===== src/hw/rtl/rau_pkg.sv =====
// Shared types and constants of the rational arithmetic unit.
// Depends on nothing; used by every module of the block.
package rau_pkg;

	localparam int unsigned NumW   = 32;
	localparam int unsigned DenW   = 31;
	localparam int unsigned WideW  = 64;
	localparam int unsigned FracW  = 63;
	localparam int unsigned InDataW  = 128;
	localparam int unsigned OutDataW = 192;

	typedef enum logic [1:0] {
		OP_ADD = 2'd0,
		OP_SUB = 2'd1,
		OP_MUL = 2'd2,
		OP_DIV = 2'd3
	} op_t;

	// Classified request handed from front to back.
	typedef struct packed {
		logic                 inf;
		logic                 zero;
		logic                 neg;
		logic [WideW-1:0]     num;
		logic [WideW-1:0]     den;
	} job_t;

	typedef struct packed {
		logic                 is_infinite;
		logic                 negative;
		logic [WideW-1:0]     whole_part;
		logic [FracW-1:0]     frac_numerator;
		logic [FracW-1:0]     frac_denominator;
	} res_t;

endpackage


===== src/hw/rtl/rau_queue.sv =====
// Two-entry queue that decouples the front part from the back part.
// Depends on rau_pkg for the request type.
module rau_queue (
	input  logic           clk,
	input  logic           arst_n,
	input  logic           wr_valid,
	output logic           wr_ready,
	input  rau_pkg::job_t  wr_data,
	output logic           rd_valid,
	input  logic           rd_ready,
	output rau_pkg::job_t  rd_data
);

	rau_pkg::job_t mem_q [2];
	logic       wp_q, rp_q;
	logic [1:0] cnt_q;
	logic       push, pop;

	assign wr_ready = cnt_q != 2'd2;
	assign rd_valid = cnt_q != 2'd0;
	assign rd_data  = mem_q[rp_q];
	assign push = wr_valid && wr_ready;
	assign pop  = rd_valid && rd_ready;

	always_ff @(posedge clk or negedge arst_n) begin
		if (!arst_n) begin
			wp_q  <= 1'b0;
			rp_q  <= 1'b0;
			cnt_q <= 2'd0;
		end else begin
			if (push) wp_q <= !wp_q;
			if (pop) rp_q <= !rp_q;
			cnt_q <= cnt_q + 2'(push) - 2'(pop);
		end
	end

	always_ff @(posedge clk) begin
		if (push) mem_q[wp_q] <= wr_data;
	end

endmodule


===== config.mk =====
export PLATFORM = sky130hd
export DESIGN_NAME = rau_queue
export DESIGN_NICKNAME = d
export VERILOG_FILES = /design/src/hw/rtl/rau_pkg.sv /design/src/hw/rtl/rau_queue.sv
export SDC_FILE = /design/constraint.sdc
export NUM_CORES = 1
export LEC_CHECK = 0
export BUFFER_PORTS_ARGS = -buffer_cell sky130_fd_sc_hd__buf_2
export CAP_MARGIN = 10
export CORE_AREA = 2 2 169 129
export CTS_BUF_LIST = sky130_fd_sc_hd__clkbuf_4 sky130_fd_sc_hd__clkbuf_8
export CTS_CLUSTER_SIZE = 12
export DETAILED_ROUTE_END_ITERATION = 10
export DIE_AREA = 0 0 171 131
export GPL_ROUTABILITY_DRIVEN = 0
export GPL_TIMING_DRIVEN = 0
export PLACE_DENSITY_LB_ADDON = 0.25
export SLEW_MARGIN = 20
export SYNTH_ARGS = -nofsm -noshare
export SYNTH_HDL_FRONTEND = slang
export SYNTH_SLANG_ARGS = --single-unit

===== constraint.sdc =====
create_clock -name clk -period 7.2 [get_ports clk]
set_input_delay 1.44 -clock clk [delete_from_list [all_inputs] [get_ports clk]]
set_output_delay 1.44 -clock clk [all_outputs]
set_load 0.1 [all_outputs]

==> run metrics <==
outcome=finished, final reports clean; pre-CTS setup slack=4180 ps; fraction of registers with async set/reset=0.0150; Syn. warnings=0; total of max-cap violations=0; number of setup violations in the final report=0; aggregate global routing overflow=0; number of enable flip-flop cells after synthesis=262; wire length of the first global-routing pass=27700 um; Post-CTS Hold Fix Bufs=0; initial drt markers=286; clock tree root driver cell=sky130_fd_sc_hd__clkbuf_8; flop and latch count out of synthesis=266; proportion of layout cells with a drive suffix above 1=0.623; full die area=22400 um^2; unrepaired setup endpoints after global routing=false; count of boundary I/O pins=268; Max Clock Skew=9.18 ps; TritonCTS clock tree=yes; number of port buffers=267; WP buf/inv=4; critical path data required time=5760 ps; first-pass iteration count of the detailed router=6; design area=12700 um^2; critical-path maximum fanout=10; delay-heaviest family, CP=buffers and inverters; total number of vias=5128; maximum buffer depth of the clock tree=3; number of instances in the synthesized netlist=430; post-detailed-route wirelength per cell=17.9 um; top_reg_cell synth=sky130_fd_sc_hd__edfxtp_1; post_cts resized=0; normalized max-slew margin=0.500; CTS buffer count=42; post-synthesis net count=566; Critical-path top delay cell=sky130_fd_sc_hd__dfrtp_1; wirelength, routed=19100 um; maximum level of the CTS H-tree=2; post-layout instance count excluding filler cells=1067; antenna-violating nets left=0; Final Max Slew Viols=0; CP Cell Sequence=buf_6, buf_8, buf_6, mux2_4, buf_2; share of the clock period used by the worst path after layout=0.479; area grow syn2layout=27.1%; clock latency at the later pin of the worst-skew pair=520 ps; DRC viols=0; element type at the critical path end=output port; via count of the first global-routing pass=5223; clock-pin slew reported for the worst setup and hold paths after clock tree synthesis=60 ps; shortest clock period the worst path allows after layout=3450 ps; combined area of all synthesized cells=10000 um^2; critical path start-end classification=register to output port; Core Box Area=20800 um^2; horizontal die dimension=171 um; Cells after DPL=993; # Post-CTS Setup Buffers=0; final core area utilization=0.610; cell row count=46; initial antenna violation count=3; starting utilization of the core area=0.480; Seq/Total Area, Yosys=0.796; Max Clk Rate=290 MHz; final net count=885; mean post-synth cell area=23.3 um^2; largest net degree at the start of global routing=51; slew at the pin closest to its max-slew limit=750 ps; Final Hold Fails=0; crit path DAT=2010 ps; GRT Overall Usage=0.163; Clock Sinks=266; CP Launch Type=register; sum of net half-perimeters after detailed placement=13200 um; number of distinct library cells after synthesis=20; final setup slack of the worst path=3750 ps; most repeated library cell on the critical path=sky130_fd_sc_hd__buf_6; routed vias/inst=4.81; vertical extent of the die=131 um; type of the most critical hold path=register to register; Post-DP Area=11900 um^2; maximum cell stage delay along the critical path=340 ps
-- cells in the mapped netlist, types with 2 or more instances --
| master | count | area (um^2) |
|---|---|---|
| sky130_fd_sc_hd__buf_6 | 9 | 101 |
| sky130_fd_sc_hd__mux2_4 | 80 | 1200 |
| sky130_fd_sc_hd__dfrtp_1 | 4 | 100 |
| sky130_fd_sc_hd__xnor2_1 | 3 | 26.3 |
| sky130_fd_sc_hd__nand2_1 | 2 | 7.51 |
| sky130_fd_sc_hd__mux2_2 | 51 | 574 |
| sky130_fd_sc_hd__buf_2 | 5 | 25.0 |
| sky130_fd_sc_hd__edfxtp_1 | 262 | 7870 |
| sky130_fd_sc_hd__nor2_1 | 3 | 11.3 |
-- metrics by stage --
stage | setup TNS, ps | hold slack (ps)
floorplan | 0 | 479
global placement | -2670 | 493
detailed placement | 0 | 557
CTS | 0 | 570
global route | 0 | 597
finish | 0 | 567
-- layout make-up --
class / count / area, um^2
clock buffer: 57 / 709
timing repair buffer: 275 / 1530
buffer: 15 / 141
tap: 288 / 360
sequential: 266 / 7970
fill: 1534 / 8120
clock inverter: 16 / 88.8
antenna: 1 / 2.50
multi-input combinational: 149 / 1910
-- cell families (layout without fill, tap and decap cells) --
logic type      Yosys count  count (layout)  synth area share
other cells               0               1                 0
simple gates             11              11           0.00588
mux                     131             131             0.177
buf+inv                  15             363            0.0141
xor+xnor                  3               3           0.00263
flops                   266             266             0.796
compound gates            3               3           0.00238
fa+ha+maj                 1               1           0.00125
-- state kept, by name, indices dropped and copies added, names as in the netlist --
| register | cells |
|---|---|
| wp_q | 1 |
| cnt_q | 2 |
| mem_q | 262 |
| rp_q | 1 |
-- worst reg2reg max path: stages (launching register included) --
cell and delay [ps]:
sky130_fd_sc_hd__dfrtp_1 430, sky130_fd_sc_hd__nand2b_1 200, sky130_fd_sc_hd__nand2_1 150, sky130_fd_sc_hd__nor2_4 370, sky130_fd_sc_hd__buf_16 220, sky130_fd_sc_hd__buf_16 180
sky130_fd_sc_hd__buf_16 200
-- layer usage --
| layer | wire, um | vias up | share of wire | GRT usage |
|---|---|---|---|---|
| met1 | 7640 | 2481 | 0.40 | 0.199 |
| li1 | - | 2363 | - | - |
| met5 | 20 | - | 0.0010 | 0 |
| met3 | 2070 | 53 | 0.11 | 0.0693 |
| met4 | 454 | 4 | 0.024 | 0.0583 |
| met2 | 8920 | 227 | 0.47 | 0.263 |
-- worst paths after layout --
check,slack [ps],startpoint,depth (start not counted),endpoint
max reg2reg,5130,cnt_q[0],6,mem_q[0][116]
max in group asynchronous,6330,arst_n,1,rp_q
max,3750,rp_q,5,rd_data[95]
min reg2reg,570,wp_q,1,wp_q
min in group asynchronous,740,arst_n,1,wp_q
min,570,wp_q,1,wp_q
-- cell usage in the layout, fill, tap and decap left out, types with 4 or more instances in the layout --
cell type and instances:
sky130_fd_sc_hd__clkbuf_8 45, sky130_fd_sc_hd__mux2_4 80, sky130_fd_sc_hd__clkbuf_4 12, sky130_fd_sc_hd__dfrtp_1 4, sky130_fd_sc_hd__buf_16 5, sky130_fd_sc_hd__buf_2 272, sky130_fd_sc_hd__edfxtp_1 262, sky130_fd_sc_hd__buf_6 9
sky130_fd_sc_hd__mux2_2 51, sky130_fd_sc_hd__clkinv_1 13
Power is left out: the tool's default activity adds up to more than one toggle a clock period on the data nets, which glitch-free logic cannot reach.
